`src/rtl/core/ms_pkg.sv`:
```
// ----------------------------------------------------------------------------
// ms_pkg
// shared constants, types and controller/datapath command and status
// structs of the merge sorter
// ----------------------------------------------------------------------------
package ms_pkg;

  localparam int MAX_ELEMS = 64;
  localparam int DATA_W    = 32;
  localparam int ADDR_W    = $clog2(MAX_ELEMS);
  localparam int CNT_W     = ADDR_W + 1;

  typedef logic signed [DATA_W-1:0] data_t;
  typedef logic [ADDR_W-1:0]        addr_t;
  typedef logic [CNT_W-1:0]         cnt_t;

  typedef struct packed {
    logic load;
    logic prime;
    logic merge;
    logic emit_start;
    logic emit_step;
    logic clear;
  } ms_cmd_t;

  typedef struct packed {
    logic more_pass;
    logic pass_done;
    logic emit_last;
  } ms_stat_t;

endpackage

```
`src/rtl/core/ms_ctrl.sv`:
```
// ----------------------------------------------------------------------------
// ms_ctrl
// sequencer: load, merge pass priming, merge steps and output of the set
// ----------------------------------------------------------------------------
module ms_ctrl
  import ms_pkg::*;
(
  input  logic     clk,
  input  logic     rst,
  input  logic     in_valid,
  input  logic     in_last,
  output logic     in_ready,
  output logic     out_valid,
  input  logic     out_ready,
  input  ms_stat_t stat,
  output ms_cmd_t  cmd
);

  typedef enum logic [1:0] {LOAD, PRIME, MERGE, EMIT} state_t;

  state_t state;

  assign in_ready = (state == LOAD);

  always_comb begin
    cmd            = '0;
    cmd.load       = (state == LOAD) && in_valid;
    cmd.prime      = (state == PRIME) && stat.more_pass;
    cmd.emit_start = (state == PRIME) && !stat.more_pass;
    cmd.merge      = (state == MERGE);
    cmd.emit_step  = (state == EMIT) && out_ready;
    cmd.clear      = cmd.emit_step && stat.emit_last;
  end

  always_ff @(posedge clk) begin
    if (rst) begin
      state     <= LOAD;
      out_valid <= 1'b0;
    end else begin
      unique case (state)
        LOAD: begin
          if (in_valid && in_last) begin
            state <= PRIME;
          end
        end
        PRIME: begin
          if (stat.more_pass) begin
            state <= MERGE;
          end else begin
            state     <= EMIT;
            out_valid <= 1'b1;
          end
        end
        MERGE: begin
          if (stat.pass_done) begin
            state <= PRIME;
          end
        end
        EMIT: begin
          if (out_ready && stat.emit_last) begin
            state     <= LOAD;
            out_valid <= 1'b0;
          end
        end
        default: begin
          state     <= LOAD;
          out_valid <= 1'b0;
        end
      endcase
    end
  end

endmodule

```
`config.mk`:
```
export PLATFORM = sky130hd
export DESIGN_NAME = ms_ctrl
export DESIGN_NICKNAME = d
export VERILOG_FILES = /design/src/rtl/core/ms_pkg.sv /design/src/rtl/core/ms_ctrl.sv
export SDC_FILE = /design/constraint.sdc
export NUM_CORES = 1
export LEC_CHECK = 0
export BUFFER_PORTS_ARGS = -buffer_cell sky130_fd_sc_hd__buf_2
export CORE_AREA = 2 2 39 41
export DETAILED_ROUTE_END_ITERATION = 10
export DIE_AREA = 0 0 41 43
export MAX_ROUTING_LAYER = met4
export PLACE_DENSITY = 0.51
export SKIP_LAST_GASP = 1
export SYNTH_ARGS = -nofsm -noshare
export SYNTH_HDL_FRONTEND = slang
export SYNTH_SLANG_ARGS = --single-unit
```
`constraint.sdc`:
```
create_clock -name clk -period 0.86 [get_ports clk]
set_input_delay 0.172 -clock clk [delete_from_list [all_inputs] [get_ports clk]]
set_output_delay 0.172 -clock clk [all_outputs]
set_load 0.005 [all_outputs]
```
# [After elaboration in Yosys (flattened, before gate mapping)]
# Index checks and enable logic that the tools add are counted.
[word_totals] register_bits=3 in_bits=8 elab_cells=29
[classes] eq_ne=7 n_mux=8 n_reduce_logical=12
[ops] cell="$pmux W2 S4" n=1
[ops] cell="$logic_and A1 B1 Y1" n=7
[ops] cell="$mux W2" n=3
[ops] cell="$reduce_and A3 Y1" n=2
[ops] cell="$eq A2 B2 Y1 const B" n=2
[ops] cell="$ne A2 B1 Y1 const B" n=2
[ops] cell="$ne A2 B2 Y1 const B" n=2
[ops] cell="$mux W1" n=3
[ops] cell="$eq A2 B1 Y1 const B" n=1
[ops] cell="$logic_not A2 Y1" n=1
[ops] cell="$pmux W1 S2" n=1
[ops] cell="$reduce_bool A2 Y1" n=1
[ops] cell="$logic_not A1 Y1" n=1

# [Depth between registers and ports, before layout]
# Gate-level depths: netlist of the first run.
[logic_depth] ltp_word=3 mapped_depth=4 depth_no_buf=3

# [Worst setup path after synthesis of the first run]
# No wires, ideal clock.
[synth_path] path_kind="reg-to-output" startpoint="register state[0]" endpoint="output cmd[5] in the netlist's numbering" t_arrival_ns=0.723 setup_slack_ns=-0.035 path_stages_with_launch=4 path_buffers=1 path_cell_list="dfxtp_1 > buf_6 > nor2_1 > and2_1"
[synth_lines] element="from (decl)" line="ms_ctrl.sv:21" source="state_t state;"
[synth_lines] element="from (signal assigned)" line="ms_ctrl.sv:37" source="state <= LOAD;"
[synth_lines] element="from (signal assigned)" line="ms_ctrl.sv:43" source="state <= PRIME;"
[synth_lines] element="from (signal assigned)" line="ms_ctrl.sv:48" source="state <= MERGE;"
[synth_lines] element="to (decl)" line="ms_ctrl.sv:16" source="output ms_cmd_t cmd"

==> flow_metrics.tcl, run 1 <==
set metrics [dict create \
    status "complete, but fails checks" \
    violations "setup timing" \
    rrSetupSlack_ns -0.19 \
    relSlewSlack_pct 88.2 \
    seqCellArea_um2 65.1 \
    placed_cell_area_um2 362 \
    finalHoldViolations 0 \
    synth_edf_count 0 \
    holdWs_ns 0.133 \
    crit_type "register to output port" \
    peakVddDrop_mv 0.572 \
    drt_iter0_markers 2 \
    clk_path_buf_depth 2 \
    p_seq_share_pct 25.4 \
    antenna_cells 0 \
    p_int_mw 0.477 \
    cts_buffers 3 \
    die_y_um 43 \
    die_w_um 41 \
    cts_tree "done" \
    drv_cap 0 \
    grt_pass1_vias 268 \
    worst_slack_ns -0.317 \
    synthFlopType "dfxtp_1" \
    syn_nets 34 \
    num_rows 14 \
    syn_to_final_growth_pct 97.3 \
    remaining_drc_errors 0 \
    wl_um 674 \
    final_area_um2 457 \
    dr.pass1.iters 2 \
    critPathLaunchType "register" \
    drive_gt1_share_pct 78.4 \
    clkPwrFrac_pct 37.8 \
    numPortBuffers 15 \
    worstRegToRegCells 5 \
    ys_async_sr_fraction_pct 0 \
    synthTopCellsByArea "dfxtp_1 26%, buf_6 9.7%, a221oi_2 6.5%, nor3b_1 6.5%, o21bai_2 4.9%" \
    core_area_um2 1380 \
    antenna_found_initial 0 \
    cp_data_arrival_time_ns 1.00 \
    setup-tns-final_ns -2.36 \
    place_congestion 0.717 \
    fillers 152 \
    grt_pass1_wl_mm 1.01 \
    period_share_pct 137 \
    p_leak_nw 0.222 \
    yosysTopAreaCell "dfxtp_1" \
    pwr-share-comb_pct 36.8 \
    synth_area_um2 231 \
    cts_sinks 3 \
    rsz0062_at_grt "yes" \
    finalSetupViolCount 10 \
    endpoint_kind "output port" \
    clk_pin_slew_ns 0.04 \
    die_area_um2 1760 \
    p_sw_mw 0.186 \
    num_vias 294 \
    grtUsageTotal_pct 9.54 \
    hpwlAfterDp_um 468 \
    ys_seq_area_share_pct 25.9 \
    power_mw 0.663 \
    vias_per_cell 4.39 \
    worst_pin_slew_ns 0.177 \
    grt_max_degree 7 \
    h-tree-depth 1 \
    nets 60 \
    grt_overflow 0 \
    drv_slew 0 \
    post_drt_wl_per_cell_um 10.1 \
    antenna_left 0 \
    finalCriticalPeriod_ns 1.18 \
    synth_area_per_cell_um2 8.90 \
    powerDensity_nw_per_um2 1450 \
    critPathRequiredTime_ns 0.69 \
    root_buffer "clkbuf_4" \
    start_util_pct 16.7 \
    min_path_type "primary input to register" \
    yosysWarnings 0 \
    synth-seq-cells 3 \
    syn_inst 26 \
    netlist.area_leader.share_pct 25.9 \
    num_io_pins 16 \
    ys_types 19 \
    worstPathMaxFanout 6 \
    swShare_pct 28.0 \
    clk_latency_ns 0.24 \
    hold_depth 2 \
    multi_input_area_um2 180 \
    final_util_pct 33.0 \
    fmax_mhz 850 \
    finClkSkew_ns 0.00437 \
]
routing by layer:
metal | vias up | global-route usage (%) | part of all wire (%)
li1 | 141 | - | -
met1 | 137 | 8.60 | 36
met2 | 14 | 13.1 | 55
met3 | 2 | 6.28 | 6.2
met4 | 0 | 8.00 | 2.1
met5 | - | - | 0
kinds of logic (layout without fill, tap and decap cells):
kind of cell           after synthesis  count (layout)  share of synthesized area, %
AO/OA/AOI/OAI                        6               6                          22.7
AND/OR/NAND/NOR                     13              13                          38.4
flip-flops                           3               3                          25.9
buffers and inverters                4              29                          13.0
final cells by class:
type	instances	area share (%)
Clock buffer	4	5.75
Inverter	2	1.64
Multi-Input combinational cell	19	39.5
Sequential cell	3	14.2
Tap cell	16	4.38
Timing Repair Buffer	23	34.5
power by group through the flow:
stage	logic (mW)	clock network (mW)	registers, mW
2_1_floorplan	0.104	0	0.170
3_3_place_gp	0.187	0	0.172
3_5_place_dp	0.186	0	0.173
4_1_cts	0.210	0.264	0.168
5_1_grt	0.265	0.274	0.171
6_report	0.244	0.251	0.168
sequential cells by signal (all words and copies together) (netlist names):
register,count
out_valid,1
state,2
worst max-delay path, stage by stage (launching register included):
cell and delay, ns:
dfxtp_4 0.35, buf_12 0.13, nor2_4 0.07, and2_4 0.13
buf_6 0.08
Yosys cell counts (2+ instances only):
cell type,number
a21oi_1,2
buf_6,2
dfxtp_1,3
nor2_1,2
nor3b_1,2
inv_1,2
worst paths after layout:
kind / end / from
worst max-delay path: cmd[5] / state[1]$_SDFFE_PP0P_
worst min-delay path: state[0]$_SDFFE_PP0P_ / rst
worst max register to register: state[0]$_SDFFE_PP0P_ / state[1]$_SDFFE_PP0P_
worst min register to register: out_valid$_SDFFE_PP0P_ / out_valid$_SDFFE_PP0P_
layout by cell type (no fill, tap or decap):
master	instances
a21oi_1	2
a221oi_2	1
a22oi_2	1
and2_4	1
and2b_1	1
and3_2	1
and4_2	1
buf_12	1
buf_2	14
buf_4	6
buf_6	2
clkbuf_1	1
clkbuf_4	3
dfxtp_1	1
dfxtp_2	1
dfxtp_4	1
inv_1	2
nand2_1	1
nand3_1	1
nand3_4	1
nand3b_1	1
nor2_1	1
nor2_4	1
nor2b_2	1
nor3b_2	1
nor3b_4	1
o21ai_2	1
o21bai_2	1
through the flow:
stage	setup WS [ns]	instances
floorplan	0.000923	26
global placement	-0.111	60
detailed placement	-0.121	60
CTS	-0.317	66
global route	-0.365	67
finish	-0.317	67
repair_timing:
action | 4_1_cts | 5_1_grt
setup endpoints to repair | 11 | 10
resized for setup | 5 | 6
hold buffers | 0 | 0
pin swaps | 3 | 1
buffers inserted | 2 | 1
Note: power is estimated with default switching activity, not from simulation.
==> run 2: changes to the inputs <==
- ABC_AREA: default -> 1
- GPL_TIMING_DRIVEN: default -> 0
- PLACE_DENSITY: 0.51 -> 0.48
- clock period: 0.86 -> 1.3 ns (I/O delays scaled with it)
==> run 2 against run 1 <==
Effect of this change: the flow now finishes without violations; combinational power decreased by 57%; power down 41%; highest routed layer is now met3; cell area down 23%; area after synthesis fell by 8.6%; global-route usage shrank 2.2 points; via count is 9.5% lower; worst setup slack improved by 0.40 ns; flip-flop and latch count stayed put; wire length is 29% lower; critical path depth up 1.
==> flow_metrics.tcl, run 2 <==
set metrics [dict create \
    vias_per_cell 3.75 \
    ys_top_cells_by_count "8 x nand2_1, 7 x inv_1, 5 x nor2_1, 3 x dfxtp_1" \
    endpoint_kind "output port" \
    holdCritStartpoint "rst" \
    antenna_found_initial 0 \
    ys_types 14 \
    root_buffer "clkbuf_4" \
    clk_latency_ns 0.23 \
    clk_pin_slew_ns 0.04 \
    grtUsageTotal_pct 7.30 \
    worst_pin_slew_ns 0.132 \
    largest_reg_flops 2 \
    netlist.area_leader.share_pct 28.4 \
    syn_inst 35 \
    hpwlAfterDp_um 409 \
    rsz0062_at_grt "yes" \
    start_util_pct 15.3 \
    num_vias 266 \
    cts_tree "done" \
    die_y_um 43 \
    num_rows 14 \
    p_leak_nw 0.208 \
    drv_cap 0 \
    status "completed" \
    layout_common_cells "15 x buf_2, 8 x nand2_1, 7 x inv_1, 4 x nor2_1, 3 x clkbuf_4" \
    crit_type "register to output port" \
    critical_path.startpoint "state[0]$_SDFFE_PP0P_" \
    grt_overflow 0 \
    finalHoldViolations 0 \
    synth_edf_count 0 \
    relSlewSlack_pct 91.1 \
    period_share_pct 93.5 \
    nets 64 \
    synth_area_um2 211 \
    cts_buffers 3 \
    syn_nets 43 \
    num_io_pins 16 \
    remaining_drc_errors 0 \
    finClkSkew_ns 0.00193 \
    final_util_pct 25.3 \
    ys_seq_area_share_pct 28.4 \
    h-tree-depth 1 \
    yosysWarnings 0 \
    die_w_um 41 \
    antenna_left 0 \
    grt_pass1_wl_um 786 \
    syn_to_final_growth_pct 65.7 \
    place_congestion 0.628 \
    peakVddDrop_mv 0.306 \
    die_area_um2 1760 \
    stdcell_count 71 \
    yosysMostFrequentCell "nand2_1" \
    clk_path_buf_depth 2 \
    numPortBuffers 15 \
    critPathLaunchType "register" \
    holdWs_ns 0.201 \
    reg_top3 "state (2), out_valid (1)" \
    post_drt_wl_per_cell_um 6.77 \
    min_path_type "primary input to register" \
    powerDensity_nw_per_um2 1110 \
    synthFlopType "dfxtp_1" \
    top_register "state" \
    worstPathMaxFanout 7 \
    finalSetupViolCount 0 \
    yosysTopAreaCell "dfxtp_1" \
    drt_iter0_markers 3 \
    synth_area_per_cell_um2 6.04 \
    grt_max_degree 8 \
    synthTopCellsByArea "dfxtp_1 28%, nand2_1 14%, inv_1 12%, nor2_1 8.9%, nor2_4 5.3%" \
    core_area_um2 1380 \
    grt_pass1_vias 237 \
    ctsHoldBuffers 0 \
    cts_sinks 3 \
    mostFrequentLayoutCell "buf_2" \
    finalCriticalPeriod_ns 1.22 \
    ys_async_sr_fraction_pct 0 \
    cp_data_arrival_time_ns 0.96 \
    critPathRequiredTime_ns 1.04 \
    reg2reg_from "state[0]$_SDFFE_PP0P_" \
    wl_um 481 \
    dp_cells 66 \
    antenna_cells 0 \
    drv_slew 0 \
    drive_gt1_share_pct 50.9 \
    synth-seq-cells 3 \
    fmax_mhz 822 \
    dr.pass1.iters 2 \
]
## run 2: cell types whose count changed in the layout (fill, tap and decap cells not counted), sizes merged, moves of 5 or more
cell and change:
nand2 +8, buf -7, inv +7, nor2 +5
## run 2: cell families after synthesis
family | synth area share [%]
flops | 28.4
buf+inv | 16.0
compound gates | 8.28
simple gates | 47.3
## run 2: final cells by class
type	instances	area, um^2
clock buffers	4	26.3
fillers	175	1030
inverters	9	33.8
multi-input cells	23	120
flip-flops and latches	3	67.6
well taps	16	20.0
repair buffers	16	82.6
## run 2: timing repair
action | 4_1_cts | 5_1_grt
buffers inserted | 0 | 1
endpoints found under the hold margin | 0 | 0
gates resized for setup | 3 | 2
setup endpoints to repair | 4 | 2
## run 2: power breakdown
part / leakage (nW) / internal (mW) / switching, mW
clock network: 0.0150 / 0.115 / 0.0454
registers: 0.0260 / 0.106 / 0.0165
logic: 0.167 / 0.0533 / 0.0529
## run 2: routing by layer
| metal | part of all wire [%] | wire (um) | up-vias | global-route usage (%) |
|---|---|---|---|---|
| met4 | 0 | 0 | 0 | 10.0 |
| li1 | - | - | 144 | - |
| met1 | 36 | 171 | 118 | 6.75 |
| met3 | 6.9 | 33 | 0 | 1.57 |
| met5 | 0 | 0 | - | - |
| met2 | 57 | 275 | 4 | 10.0 |
## run 2: critical path: stages (launching register included)
cell and delay [ns]:
dfxtp_4 0.37, inv_2 0.04, nor2_2 0.08, inv_1 0.06, nor2_1 0.07, buf_2 0.11
## run 2: final timing paths
| kind | end | slack, ns | cells past startpoint |
|---|---|---|---|
| max | cmd[4] | 0.08 | 5 |
| min | out_valid$_SDFFE_PP0P_ | 0.20 | 2 |
| min reg2reg | out_valid$_SDFFE_PP0P_ | 0.47 | 2 |
| max reg2reg | state[0]$_SDFFE_PP0P_ | 0.38 | 6 |
## run 2: per-stage QoR
stage | power (mW) | cell area, um^2 | worst slack, ns | setup TNS (ns)
after floorplan | 0.180 | 211 | 0.295 | 0
after detailed placement | 0.222 | 307 | 0.157 | 0
after CTS | 0.395 | 338 | 0.0161 | 0
after global placement | 0.222 | 307 | 0.146 | 0
after global routing | 0.429 | 350 | -0.00543 | -0.00543
final | 0.389 | 350 | 0.0841 | 0
==> run 3: changes to the inputs <==
==> constraint.sdc (replaced) <==
create_clock -name clk -period 1.3 [get_ports clk]
set_input_delay 0.26 -clock clk [delete_from_list [all_inputs] [get_ports clk]]
set_output_delay 0.26 -clock clk [all_outputs]
set_load 0.1 [all_outputs]
==> run 3 against run 2 <==
Effect of this change: the flow now finishes with violations (setup timing); cell area up 53%; utilization increased by 13 points; via count rose by 7.1%; die area did not move; cell count grew 7.0%; clock power hardly changed; critical path type unchanged.
==> flow_metrics.tcl, run 3 (synthesis gave the netlist of run 2 again) <==
set metrics [dict create \
    status "complete, but fails checks" \
    violations "setup timing" \
    dr.pass1.iters 1 \
    vias_per_cell 3.75 \
    slowest_stage "dfxtp_4" \
    clkPwrFrac_pct 23.6 \
    worst_pin_slew_ns 0.483 \
    grt_pass1_vias 261 \
    p_seq_share_pct 19.3 \
    p_sw_mw 0.321 \
    numPortBuffers 15 \
    nets 69 \
    power_mw 0.680 \
    swShare_pct 47.2 \
    endpoint_kind "output port" \
    largest_reg_flops 2 \
    worstPathMaxFanout 6 \
    grt_busiest_layer "met2" \
    num_rows 14 \
    critPathMaxStageDelay_ns 0.36 \
    p_int_mw 0.359 \
    period_share_pct 106 \
    min_path_type "primary input to register" \
    fmax_mhz 724 \
    powerDensity_nw_per_um2 1270 \
    antenna_left 0 \
    reg_top3 "state (2), out_valid (1)" \
    relSlewSlack_pct 68.1 \
    pwr-share-comb_pct 57.2 \
    drive_gt1_share_pct 71.7 \
    post_drt_wl_per_cell_um 7.46 \
    drv_slew 0 \
    p_leak_nw 0.248 \
    rsz0062_at_grt "yes" \
    seqCellArea_um2 68.8 \
    grtUsageTotal_pct 7.80 \
    die_y_um 43 \
    gr-usage-met1_pct 9.58 \
    worstPathCellList "buf_4 -> nor2_4 -> buf_4" \
    critPathRequiredTime_ns 1.04 \
    die_area_um2 1760 \
    h-tree-depth 1 \
    clk_pin_slew_ns 0.04 \
    critPathBufInv 2 \
    start_util_pct 15.3 \
    finalSetupViolCount 5 \
    wl_um 567 \
    crit_family "buffers and inverters" \
    syn_to_final_growth_pct 154 \
    top_register "state" \
    root_buffer "clkbuf_4" \
    num_io_pins 16 \
    peakVddDrop_mv 0.562 \
    grt_pass1_wl_um 945 \
    cts_tree "done" \
    antenna_cells 0 \
    worst_slack_ns -0.0809 \
    cp_data_arrival_time_ns 1.12 \
    finalCriticalPeriod_ns 1.38 \
    remaining_drc_errors 0 \
    clk_path_buf_depth 2 \
    fillers 150 \
    finalHoldViolations 0 \
    cp_common_cell "buf_4" \
    place_congestion 0.638 \
    mostFrequentLayoutCell "buf_2" \
    finClkSkew_ns 0.00486 \
    num_vias 285 \
    ctsHoldBuffers 0 \
    multi_input_area_um2 171 \
    antenna_found_initial 0 \
    core_area_um2 1380 \
    grt_max_degree 8 \
    grt_overflow 0 \
    drv_cap 0 \
    critPathLaunchType "register" \
    holdWs_ns 0.191 \
    cts_sinks 3 \
    die_w_um 41 \
    layout_common_cells "8 x buf_2, 7 x buf_4, 6 x nor2_4, 6 x nand2_1, 6 x buf_12" \
    cts_buffers 3 \
    drt_iter0_markers 0 \
    crit_type "register to output port" \
    clk_latency_ns 0.23 \
    met2_usage_pct 11.6 \
    grtUsageMet3_pct 3.14 \
]
==> run 3: final cells by class <==
class / count / share of cell area (%)
inverter: 9 / 6.99
sequential: 3 / 12.8
tap: 16 / 3.73
multi-input combinational: 23 / 31.9
clock buffer: 4 / 4.90
timing repair buffer: 21 / 39.6
==> run 3: layer usage <==
layer,wire length [um],vias up
met2,317,5
met3,21,0
li1,-,153
met1,228,127
met5,0,-
met4,0,0
==> run 3: what timing repair did <==
action / 4_1_cts / 5_1_grt
pin swaps: 0 / 3
resized for setup: 25 / 5
buffers inserted: 2 / 4
endpoints found under the setup margin: 7 / 6
==> run 3: path summary, 6_finish.rpt <==
path                          startpoint                endpoint  depth (start not counted)  slack (ns)
hold reg to reg   out_valid$_SDFFE_PP0P_  out_valid$_SDFFE_PP0P_                          2        0.46
setup reg to reg   state[0]$_SDFFE_PP0P_   state[1]$_SDFFE_PP0P_                          8        0.22
hold / removal                       rst  out_valid$_SDFFE_PP0P_                          2        0.19
setup / recovery   state[0]$_SDFFE_PP0P_                in_ready                          3       -0.08
==> run 3: worst reg2reg max path, cell delays in order, from the launching register on <==
cell and delay (ns):
dfxtp_4 0.38, inv_2 0.05, nor2_4 0.12, inv_2 0.06, buf_4 0.12, buf_4 0.12, nand3_1 0.07, nand2_1 0.05
inv_1 0.05
==> run 3: metrics by stage <==
stage          setup WS [ns]  TNS, ns  std cells  instance area, um^2  utilization (%)
6_report             -0.0809   -0.245         76                  537             38.8
5_1_grt               -0.111   -0.519         76                  537             38.8
4_1_cts               -0.112   -0.424         72                  485             35.1
3_5_place_dp          -0.114   -0.331         66                  360             26.0
3_3_place_gp          -0.121   -0.348         66                  360             26.0
2_1_floorplan         -0.172   -0.271         35                  265                -
==> run 3: power groups by stage <==
stage / clock (mW) / sequential (mW) / combinational, mW
2_1_floorplan: 0 / 0.151 / 0.230
3_3_place_gp: 0 / 0.136 / 0.286
3_5_place_dp: 0 / 0.136 / 0.287
4_1_cts: 0.167 / 0.136 / 0.352
5_1_grt: 0.174 / 0.133 / 0.407
6_report: 0.160 / 0.131 / 0.389
